### src/hdl/lrts_pkg.sv
// Shared constants, sequencer states and table control type for the scheduler.
package lrts_pkg;

   // Default sizes of the job table and its fields
   localparam int DEF_JOB_SLOTS  = 4;
   localparam int DEF_TIME_BITS  = 16;
   localparam int DEF_BURST_BITS = 8;

   // Width of the slot field on both channels
   localparam int SLOT_FIELD_BITS = 2;

   // Command codes carried in the request tuser
   localparam logic CMD_LOAD = 1'b0;
   localparam logic CMD_TICK = 1'b1;

   // Sequencer states
   typedef enum logic [2:0] {
      ST_IDLE,
      ST_LOAD,
      ST_SCAN,
      ST_STEP,
      ST_TAT,
      ST_WAIT,
      ST_DONE
   } state_type;

   // Write strobes into the job table
   typedef struct packed {
      logic load;
      logic dec;
   } tbl_ctl_type;

endpackage

### src/hdl/longest_remaining_time_scheduler.sv
// Longest-remaining-time-first scheduler: sequencer, shared subtractor, result register.
//
//   channel  dir  ports                      content
//   req      in   req_tvalid/tready/tdata/   load a job slot or one time tick
//                 tuser
//   rsp      out  rsp_tvalid/tready/tdata    one result per item
//
// A load item passes through LOAD and DONE. A tick passes through SCAN and STEP,
// plus TAT and WAIT if the chosen job finishes, then DONE: the scan visits one slot per
// cycle through a single table read port and comparator, and one subtractor
// serves the decrement, the turnaround and the waiting time in turn.
// Reset clears the job table and the clock. A stalled result waits in the output
// register; the next item is taken while it waits, and the sequencer holds at
// its last step only when a second result would be produced.
module longest_remaining_time_scheduler #(
   parameter int JOB_SLOTS  = lrts_pkg::DEF_JOB_SLOTS,
   parameter int TIME_BITS  = lrts_pkg::DEF_TIME_BITS,
   parameter int BURST_BITS = lrts_pkg::DEF_BURST_BITS,
   localparam int REQ_FIELDS    = lrts_pkg::SLOT_FIELD_BITS + TIME_BITS + BURST_BITS,
   localparam int REQ_DATA_BITS = ((REQ_FIELDS + 7) / 8) * 8,
   localparam int RSP_FIELDS    = lrts_pkg::SLOT_FIELD_BITS + 4 + 3 * TIME_BITS,
   localparam int RSP_DATA_BITS = ((RSP_FIELDS + 7) / 8) * 8
) (
   input  logic                     clock,
   input  logic                     reset,
   input  logic                     req_tvalid,
   output logic                     req_tready,
   // slot, arrival, burst (from bit 0 up)
   input  logic [REQ_DATA_BITS-1:0] req_tdata,
   // cmd
   input  logic                     req_tuser,
   output logic                     rsp_tvalid,
   input  logic                     rsp_tready,
   // ran, chosen_slot, finished, completion_time, turnaround, waiting, all_done
   output logic [RSP_DATA_BITS-1:0] rsp_tdata
);
   import lrts_pkg::*;

   localparam int SLOT_BITS = $clog2(JOB_SLOTS);
   localparam int UNIT_BITS = ((TIME_BITS > BURST_BITS) ? TIME_BITS : BURST_BITS) + 1;

   state_type             state_ff, state_in;
   logic                  cmd_ff, cmd_in;
   logic [SLOT_FIELD_BITS-1:0] slot_ff, slot_in;
   logic [TIME_BITS-1:0]  arrival_ff, arrival_in;
   logic [BURST_BITS-1:0] burst_ff, burst_in;
   logic [SLOT_BITS-1:0]  idx_ff, idx_in;
   logic                  best_valid_ff, best_valid_in;
   logic [SLOT_BITS-1:0]  best_idx_ff, best_idx_in;
   logic [BURST_BITS-1:0] best_rem_ff, best_rem_in;
   logic [TIME_BITS-1:0]  best_arr_ff, best_arr_in;
   logic [BURST_BITS-1:0] best_orig_ff, best_orig_in;
   logic [TIME_BITS-1:0]  clock_ff, clock_in;
   logic                  ran_ff, ran_in;
   logic                  fin_ff, fin_in;
   logic [TIME_BITS-1:0]  tat_ff, tat_in;
   logic [TIME_BITS-1:0]  wait_ff, wait_in;
   logic                  rsp_valid_ff, rsp_valid_in;
   logic [RSP_DATA_BITS-1:0] rsp_data_ff, rsp_data_in;

   tbl_ctl_type           tbl_ctl;
   logic [SLOT_BITS-1:0]  tbl_wr_idx;
   logic [BURST_BITS-1:0] tbl_wr_burst;
   logic [TIME_BITS-1:0]  rd_arrival;
   logic [BURST_BITS-1:0] rd_remaining;
   logic [BURST_BITS-1:0] rd_original;
   logic                  all_done;

   logic                  req_accept;
   logic                  out_free;
   logic                  slot_in_range;
   logic                  scan_last;
   logic                  eligible;
   logic                  better;
   logic [UNIT_BITS-1:0]  unit_a, unit_b, unit_diff;
   logic                  unit_borrow;

   assign req_accept    = req_tvalid && req_tready;
   assign out_free      = !rsp_valid_ff || rsp_tready;
   assign slot_in_range = int'(slot_ff) < JOB_SLOTS;
   assign scan_last     = int'(idx_ff) == JOB_SLOTS - 1;

   // Compare the scanned slot against the best so far
   assign eligible = (rd_remaining != '0) && (rd_arrival <= clock_ff);
   assign better   = !best_valid_ff || (rd_remaining > best_rem_ff);

   // Shared subtractor: decrement, turnaround, waiting
   assign unit_diff   = unit_a - unit_b;
   assign unit_borrow = unit_diff[UNIT_BITS-1];

   lrts_table #(
      .JOB_SLOTS  (JOB_SLOTS),
      .TIME_BITS  (TIME_BITS),
      .BURST_BITS (BURST_BITS),
      .SLOT_BITS  (SLOT_BITS)
   ) u_table (
      .clock        (clock),
      .reset        (reset),
      .ctl          (tbl_ctl),
      .wr_idx       (tbl_wr_idx),
      .wr_arrival   (arrival_ff),
      .wr_burst     (tbl_wr_burst),
      .rd_idx       (idx_ff),
      .rd_arrival   (rd_arrival),
      .rd_remaining (rd_remaining),
      .rd_original  (rd_original),
      .all_done     (all_done)
   );

   // Next state
   always_comb begin
      state_in = state_ff;
      unique case (state_ff)
         ST_IDLE: begin
            if (req_accept) begin
               state_in = (req_tuser == CMD_LOAD) ? ST_LOAD : ST_SCAN;
            end
         end
         ST_LOAD: state_in = ST_DONE;
         ST_SCAN: begin
            if (scan_last) begin
               state_in = ST_STEP;
            end
         end
         ST_STEP: begin
            if (best_valid_ff && (best_rem_ff == BURST_BITS'(1))) begin
               state_in = ST_TAT;
            end else begin
               state_in = ST_DONE;
            end
         end
         ST_TAT:  state_in = ST_WAIT;
         ST_WAIT: state_in = ST_DONE;
         ST_DONE: begin
            if (out_free) begin
               state_in = ST_IDLE;
            end
         end
         default: state_in = ST_IDLE;
      endcase
   end

   // Control outputs: handshake, table strobes, subtractor operands
   always_comb begin
      req_tready   = 1'b0;
      tbl_ctl      = '0;
      tbl_wr_idx   = SLOT_BITS'(slot_ff);
      tbl_wr_burst = burst_ff;
      unit_a       = UNIT_BITS'(best_rem_ff);
      unit_b       = UNIT_BITS'(1);
      unique case (state_ff)
         ST_IDLE: req_tready = 1'b1;
         ST_LOAD: tbl_ctl.load = slot_in_range;
         ST_SCAN: ;
         ST_STEP: begin
            tbl_ctl.dec  = best_valid_ff;
            tbl_wr_idx   = best_idx_ff;
            tbl_wr_burst = unit_diff[BURST_BITS-1:0];
         end
         ST_TAT: begin
            unit_a = UNIT_BITS'(clock_ff);
            unit_b = UNIT_BITS'(best_arr_ff);
         end
         ST_WAIT: begin
            unit_a = UNIT_BITS'(tat_ff);
            unit_b = UNIT_BITS'(best_orig_ff);
         end
         ST_DONE: ;
         default: ;
      endcase
   end

   // Datapath next values
   always_comb begin
      cmd_in        = cmd_ff;
      slot_in       = slot_ff;
      arrival_in    = arrival_ff;
      burst_in      = burst_ff;
      idx_in        = idx_ff;
      best_valid_in = best_valid_ff;
      best_idx_in   = best_idx_ff;
      best_rem_in   = best_rem_ff;
      best_arr_in   = best_arr_ff;
      best_orig_in  = best_orig_ff;
      clock_in      = clock_ff;
      ran_in        = ran_ff;
      fin_in        = fin_ff;
      tat_in        = tat_ff;
      wait_in       = wait_ff;
      rsp_valid_in  = rsp_valid_ff && !rsp_tready;
      rsp_data_in   = rsp_data_ff;
      unique case (state_ff)
         ST_IDLE: begin
            // capture the item and clear the result fields
            if (req_accept) begin
               cmd_in        = req_tuser;
               slot_in       = req_tdata[SLOT_FIELD_BITS-1:0];
               arrival_in    = req_tdata[SLOT_FIELD_BITS +: TIME_BITS];
               burst_in      = req_tdata[SLOT_FIELD_BITS + TIME_BITS +: BURST_BITS];
               idx_in        = '0;
               best_valid_in = 1'b0;
               best_idx_in   = '0;
               ran_in        = 1'b0;
               fin_in        = 1'b0;
               tat_in        = '0;
               wait_in       = '0;
            end
         end
         ST_LOAD: clock_in = '0;
         ST_SCAN: begin
            // keep the longest eligible burst, lowest slot on ties
            if (eligible && better) begin
               best_valid_in = 1'b1;
               best_idx_in   = idx_ff;
               best_rem_in   = rd_remaining;
               best_arr_in   = rd_arrival;
               best_orig_in  = rd_original;
            end
            idx_in = idx_ff + SLOT_BITS'(1);
         end
         ST_STEP: begin
            // advance the clock, saturating
            if (clock_ff != '1) begin
               clock_in = clock_ff + TIME_BITS'(1);
            end
            ran_in = best_valid_ff;
            fin_in = best_valid_ff && (best_rem_ff == BURST_BITS'(1));
         end
         ST_TAT:  tat_in = unit_diff[TIME_BITS-1:0];
         ST_WAIT: wait_in = unit_borrow ? '0 : unit_diff[TIME_BITS-1:0];
         ST_DONE: begin
            // hand the result to the output register
            if (out_free) begin
               rsp_valid_in = 1'b1;
               rsp_data_in  = RSP_DATA_BITS'({all_done, wait_ff, tat_ff, clock_ff, fin_ff,
                                              SLOT_FIELD_BITS'(best_idx_ff), ran_ff});
            end
         end
         default: ;
      endcase
   end

   // Control registers
   always_ff @(posedge clock) begin
      if (reset) begin
         state_ff     <= ST_IDLE;
         clock_ff     <= '0;
         rsp_valid_ff <= 1'b0;
      end else begin
         state_ff     <= state_in;
         clock_ff     <= clock_in;
         rsp_valid_ff <= rsp_valid_in;
      end
   end

   // Payload registers
   always_ff @(posedge clock) begin
      cmd_ff        <= cmd_in;
      slot_ff       <= slot_in;
      arrival_ff    <= arrival_in;
      burst_ff      <= burst_in;
      idx_ff        <= idx_in;
      best_valid_ff <= best_valid_in;
      best_idx_ff   <= best_idx_in;
      best_rem_ff   <= best_rem_in;
      best_arr_ff   <= best_arr_in;
      best_orig_ff  <= best_orig_in;
      ran_ff        <= ran_in;
      fin_ff        <= fin_in;
      tat_ff        <= tat_in;
      wait_ff       <= wait_in;
      rsp_data_ff   <= rsp_data_in;
   end

   assign rsp_tvalid = rsp_valid_ff;
   assign rsp_tdata  = rsp_data_ff;

   // A tick that scans never follows a load capture
   a_scan_is_tick: assert property (@(posedge clock) disable iff (reset)
      (state_ff == ST_SCAN) |-> (cmd_ff == CMD_TICK))
      else $error("scan running for a load item");

   // Busy after every accepted item
   a_busy_after_accept: assert property (@(posedge clock) disable iff (reset)
      req_accept |=> !req_tready)
      else $error("item accepted while busy");

   // A finished job must have run
   a_fin_needs_run: assert property (@(posedge clock) disable iff (reset)
      (state_ff == ST_DONE) |-> (!fin_ff || ran_ff))
      else $error("finished without a running job");

   // Waiting never exceeds turnaround
   a_wait_le_tat: assert property (@(posedge clock) disable iff (reset)
      (state_ff == ST_DONE) |-> (wait_ff <= tat_ff))
      else $error("waiting above turnaround");

endmodule

### src/hdl/lrts_table.sv
// Job table: arrival, remaining and original burst per slot, one read port.
module lrts_table #(
   parameter int JOB_SLOTS  = lrts_pkg::DEF_JOB_SLOTS,
   parameter int TIME_BITS  = lrts_pkg::DEF_TIME_BITS,
   parameter int BURST_BITS = lrts_pkg::DEF_BURST_BITS,
   parameter int SLOT_BITS  = $clog2(JOB_SLOTS)
) (
   input  logic                   clock,
   input  logic                   reset,
   input  lrts_pkg::tbl_ctl_type  ctl,
   input  logic [SLOT_BITS-1:0]   wr_idx,
   input  logic [TIME_BITS-1:0]   wr_arrival,
   input  logic [BURST_BITS-1:0]  wr_burst,
   input  logic [SLOT_BITS-1:0]   rd_idx,
   output logic [TIME_BITS-1:0]   rd_arrival,
   output logic [BURST_BITS-1:0]  rd_remaining,
   output logic [BURST_BITS-1:0]  rd_original,
   output logic                   all_done
);
   import lrts_pkg::*;

   logic [TIME_BITS-1:0]  arrival_ff   [JOB_SLOTS];
   logic [BURST_BITS-1:0] remaining_ff [JOB_SLOTS];
   logic [BURST_BITS-1:0] original_ff  [JOB_SLOTS];

   // Write a loaded job, or store a decremented burst
   always_ff @(posedge clock) begin
      if (reset) begin
         for (int k = 0; k < JOB_SLOTS; k++) begin
            arrival_ff[k]   <= '0;
            remaining_ff[k] <= '0;
            original_ff[k]  <= '0;
         end
      end else if (ctl.load) begin
         arrival_ff[wr_idx]   <= wr_arrival;
         remaining_ff[wr_idx] <= wr_burst;
         original_ff[wr_idx]  <= wr_burst;
      end else if (ctl.dec) begin
         remaining_ff[wr_idx] <= wr_burst;
      end
   end

   // Read the slot under scan
   assign rd_arrival   = arrival_ff[rd_idx];
   assign rd_remaining = remaining_ff[rd_idx];
   assign rd_original  = original_ff[rd_idx];

   // Flag an empty table
   always_comb begin
      all_done = 1'b1;
      for (int k = 0; k < JOB_SLOTS; k++) begin
         if (remaining_ff[k] != '0) begin
            all_done = 1'b0;
         end
      end
   end

endmodule

### config.mk
export PLATFORM = sky130hd
export DESIGN_NAME = longest_remaining_time_scheduler
export DESIGN_NICKNAME = d
export VERILOG_FILES = /design/src/hdl/lrts_pkg.sv /design/src/hdl/longest_remaining_time_scheduler.sv /design/src/hdl/lrts_table.sv
export SDC_FILE = /design/constraint.sdc
export NUM_CORES = 1
export LEC_CHECK = 0
export ABC_CLOCK_PERIOD_IN_PS = 9850
export BUFFER_PORTS_ARGS = -buffer_cell sky130_fd_sc_hd__clkbuf_2
export CAP_MARGIN = 20
export CORE_UTILIZATION = 45
export CTS_CLUSTER_DIAMETER = 100
export DETAILED_ROUTE_END_ITERATION = 7
export PLACE_DENSITY = 0.71
export SLEW_MARGIN = 20
export SYNTH_ARGS = -nofsm -noshare
export SYNTH_HDL_FRONTEND = slang
export SYNTH_SLANG_ARGS = --single-unit
### constraint.sdc
create_clock -name clock -period 9.85 [get_ports clock]
set_input_delay 0.4925 -clock clock [delete_from_list [all_inputs] [get_ports clock]]
set_output_delay 0.4925 -clock clock [all_outputs]
set_load 0.02 [all_outputs]
### Yosys cells after proc, flatten, opt, wreduce, memory -nomap -nowiden

Memories as Yosys holds them, arrays and structs flattened. A register that Yosys moved wholly into a read port is not among the register bits.
Index checks and enable logic that the tools add are counted.

* output and inout bits: 58
* memories: 3
* RAM bits: 128
* logic and storage cells: 128
* input bits: 37
* register bits after elaboration: 162

Memories
* u_table.arrival_ff: words 4, bits a word 16, rd ports 1, clocked after Yosys merged registers in 1, write ports 4, RTL line lrts_table.sv:22 `logic [TIME_BITS-1:0] arrival_ff [JOB_SLOTS];`
* u_table.original_ff: words 4, bits a word 8, rd ports 1, clocked after Yosys merged registers in 1, write ports 4, RTL line lrts_table.sv:24 `logic [BURST_BITS-1:0] original_ff [JOB_SLOTS];`
* u_table.remaining_ff: words 4, bits a word 8, rd ports 5, clocked after Yosys merged registers in 1, write ports 4, RTL line lrts_table.sv:23 `logic [BURST_BITS-1:0] remaining_ff [JOB_SLOTS];`

* equality and inequality tests: 14
* multiplexer cells: 52
* bitwise gates (word level): 1
* $lt $le $gt $ge: 2
* reduce and logical (&&, ||, !) cells: 36
* $add $sub $neg: 3

Operator list (count)
* 16-bit one-hot mux with 2 select lines: 5
* 16-bit 2-to-1 mux: 4
* 8-bit nonzero test: 5
* 8-bit 2-to-1 mux: 4
* 1-bit 2-to-1 mux: 20
* 2-bit 2-to-1 mux: 10
* 3-bit one-hot mux with 6 select lines: 1
* 17-bit subtractor: 1
* 16-bit by 1-bit adder with 16-bit output (second input constant): 1
* 16-bit less-or-equal comparator: 1
* 16-bit != test (second input constant): 1
* 2-bit AND reduction: 8
* 16-bit OR reduction: 1
* 8-bit OR reduction: 2
* 2-bit != test (second input constant): 5
* 2-bit nonzero test: 5
* 3-bit == test (second input constant): 3
* 3-bit 2-to-1 mux: 3
* 8-bit by 1-bit == test with 1-bit output (second input constant): 1
* 8-bit > comparator: 1
* 2-bit one-hot mux with 2 select lines: 2
* 3-bit by 2-bit == test with 1-bit output (second input constant): 2
* 1-bit one-hot mux with 2 select lines: 3
* 3-bit AND reduction: 2
* other kinds (10): 17

### Depth between registers and ports, before layout

* word-level depth: 9
* gate-level depth with buffers: 14
* mapped depth without buffers: 12

### Cells and area by module

Synthesis repeated with hierarchy kept, for this count alone.

* cell total of the unflattened synthesis: 1002
* area total of the unflattened synthesis: 13485.4 µm²

By module, submodules not included
* longest_remaining_time_scheduler: cells each 632, times used 1, area each 7906.3 µm², seq. area each 4904.7 µm²
* lrts_table: cells each 370, times used 1, area each 5579.1 µm², seq. area each 3843.7 µm²

### Least setup slack after synthesis

Ideal clock, no wire load.

* kind: reg-to-reg
* start: register (tool-made name)
* end: register best_idx_ff[0] (enable)
* arrival time: 4.109 ns
* buffers on the path: 3
* path slack: 5.435 ns
* period minus slack after synthesis: 4.415 ns
* stages on the path, launching flop included: 12
* setup time: 0.305 ns
* required time: 9.545 ns
* path through: dfxtp_1 -> buf_6 -> buf_12 -> buf_2 -> mux4_2 -> ha_1 -> nor2b_1 -> o211ai_1 -> a21oi_1 -> a211o_1 -> a311oi_2 -> or2_1

RTL lines
* end signal, assigned: RTL line longest_remaining_time_scheduler.sv:264 `best_idx_ff <= best_idx_in;`
* end, declared: RTL line longest_remaining_time_scheduler.sv:49 `logic [SLOT_BITS-1:0] best_idx_ff, best_idx_in;`

==> results_dict.tcl <==
set metrics [dict create \
    outcome "complete, no violations" \
    worst-slew-pin-transition_ns 1.01 \
    pwr-share-clk_pct 33.5 \
    num_antenna_cells 0 \
    grt_pass1_wl_um 43000 \
    drc_errors 0 \
    synth_top_area_share_pct 61.7 \
    start_util_pct 45.6 \
    endpoint_kind "register" \
    cp-start-kind "register" \
    tritoncts "built" \
    cts_setup_buffers 0 \
    cts_inserted_buffers 31 \
    synth_largest_area_cell "edfxtp_1" \
    worstPathMaxFanout 24 \
    ys.flop_type "edfxtp_1" \
    layout_common_cells "edfxtp_1 (278), nor2_1 (148), clkbuf_2 (85)" \
    fin_skew_ns 0.0101 \
    cts_root_buffer "clkbuf_16" \
    period_share_pct 42.2 \
    grt_use_total_pct 18.2 \
    r2r_end "best_idx_ff[1]" \
    routedWlPerCell_um 18.3 \
    min_period_ns 4.16 \
    num_vias 8112 \
    fmax_mhz 241 \
    final_common_cell "edfxtp_1" \
    clkLatencyLatePin_ns 0.56 \
    first_global_vias 7853 \
    finalSetupTns_ns 0 \
    pwr-share-comb_pct 18.9 \
    first_pass_iters 5 \
    setup_viol 0 \
    dieWidth_um 175 \
    placementRows 63 \
    reg2reg_depth 10 \
    internal-power_mw 2.41 \
    hold_violations 0 \
    async_flop_share_pct 0 \
    postSynthCellCount 998 \
    worstPathArrival_ns 4.46 \
    reg2reg_setup_slack_ns 5.69 \
    min-delay-start "req_tdata[5]" \
    dp.final_hpwl_um 19500 \
    grt_max_degree 51 \
    multi_input_area_sq_mm 0.00442 \
    cts_resized 0 \
    grt_overflow 0 \
    netlist_area_sq_mm 0.0135 \
    cts_hold_buf 0 \
    clockBufferDepth 3 \
    grt_antenna_before_repair 0 \
    drt_iter0_drc 644 \
    drv_cap 0 \
    synth_seq_cells 300 \
    worstHoldPathCells 1 \
    clk_pin_slew_ns 0.06 \
    clock-sinks 300 \
    syn2layout_area_growth_pct 13.5 \
    via_per_inst 5.39 \
    p_seq_share_pct 47.6 \
    place_congestion 0.859 \
    drt.antenna.violating_nets 0 \
    ys_types 68 \
    core_sq_mm 0.0296 \
    drive_above_1_share_pct 18.1 \
    fill_cells 2558 \
    pin_count 95 \
    fin_util_pct 51.8 \
    synth_area_leaders "edfxtp_1 (62%), mux4_2 (4.3%), nor2_1 (4.1%)" \
    die_h_um 175 \
    peakVddDrop_v 0.000145 \
    p_sw_share_pct 27.9 \
    portBuffers 85 \
    slew_headroom_pct 31.9 \
    avgSynthCellArea_sq_um 13.6 \
    rsz0062_at_grt "no" \
    yosysWarnings 0 \
    switching_power_uw 933 \
    ys_seq_area_share_pct 65.0 \
    p_leak_nw 5.59 \
    slew_violations 0 \
    synth-edff-count 278 \
    power.density_mw_per_mm2 218 \
    hold_end "arrival_ff[3]" \
    crit_type "register to register" \
    die_area_sq_mm 0.0307 \
    htreeDepth 1 \
    layout.nets 1170 \
    seq_area_sq_mm 0.00879 \
    worst_ep_required_time_ns 10.16 \
    hp-class "primary input to register" \
    routed_wl_um 27500 \
]
[cells in the mapped netlist (6+ instances only)]
cell,n
o21ai_0,22
or3_1,11
nand2b_1,14
dfxtp_1,22
nor2b_1,7
nand2_1,56
inv_1,35
ha_1,42
edfxtp_1,278
mux2_2,7
mux4_1,6
nand3_1,16
nand4_1,14
a21oi_1,42
mux4_2,26
buf_2,11
a211oi_1,6
nor2_1,149
mux2i_1,18
nor3_1,15
xnor2_1,16
and2_1,69
nor4_1,13
clkbuf_1,21
[stage by stage]
stage / hold WS, ns / setup WS [ns] / instances / power, mW / instance area [sq um]
after floorplan: 0.400 / 5.44 / 1000 / 2.07 / 13500
after global placement: 0.404 / 5.73 / 1447 / 2.22 / 14300
after detailed placement: 0.405 / 5.62 / 1447 / 2.24 / 14300
after CTS: 0.0785 / 5.65 / 1504 / 3.36 / 15300
after global routing: 0.0814 / 5.47 / 1504 / 3.48 / 15300
final: 0.101 / 5.69 / 1504 / 3.34 / 15300
[metal layers]
layer  part of all wire (%)  vias to the layer above  global-route usage [%]
li1                       -                     3874                       -
met4                    1.9                        0                    4.96
met2                     49                      254                    30.6
met1                     44                     3949                    24.8
met5                      0                        -                       0
met3                    5.6                       35                    2.40
[sequential cells by signal, summed over array words and instances (netlist names), 3 cells and up, named ones only]
signal	flops
clock_ff	16
u_table.remaining_ff	32
best_orig_ff	8
rsp_tdata	53
best_rem_ff	8
u_table.original_ff	32
wait_ff	16
arrival_ff	16
u_table.arrival_ff	64
best_arr_ff	16
burst_ff	8
state_ff	3
tat_ff	16
[power groups by stage]
stage / clock (mW) / sequential (mW) / combinational, mW
finish: 1.12 / 1.59 / 0.630
global route: 1.19 / 1.60 / 0.692
CTS: 1.14 / 1.59 / 0.630
detailed placement: 0 / 1.62 / 0.627
global placement: 0 / 1.61 / 0.612
floorplan: 0 / 1.59 / 0.474
[cell type report]
type                            count  area share [%]
Sequential cell                   300            57.3
Multi-Input combinational cell    623            28.8
Clock buffer                       32            5.08
Timing Repair Buffer               97            3.36
Tap cell                          390            3.18
Clock inverter                     25            1.36
Inverter                           37           0.913
[critical path, cell delays in order (launching register included)]
cell	delay, ns
dfxtp_1	0.31
buf_4	0.42
mux4_1	0.70
ha_1	0.32
nor2b_1	0.13
o211ai_1	0.15
a21oi_1	0.10
o41ai_1	0.88
a311oi_4	0.25
buf_4	0.33
or2_1	0.29
[how the worst max path moves through the flow]
stage | from | endpoint | slack (ns) | depth (start not counted)
4_1_cts | register | best_idx_ff[1] | 5.65 | 10
6_report | register | best_idx_ff[1] | 5.69 | 10
3_5_place_dp | register | best_idx_ff[0] | 5.62 | 10
2_1_floorplan | register | best_idx_ff[0] | 5.44 | 11
5_1_grt | register | best_idx_ff[1] | 5.47 | 9
3_3_place_gp | register | best_idx_ff[0] | 5.73 | 10
[cells by family (layout without fill, tap and decap cells)]
family	Yosys count	count (layout)	share of synthesized area [%]
AND/OR/NAND/NOR	386	386	14.2
flip-flops	300	300	65.0
AO/OA/AOI/OAI	115	115	5.57
buffers and inverters	77	191	2.58
multiplexers	57	57	7.41
adder cells (fa/ha/maj)	43	43	4.03
XOR/XNOR	19	19	1.23
other	1	3	0.0277
No activity file was read; power rests on OpenSTA's default activity.
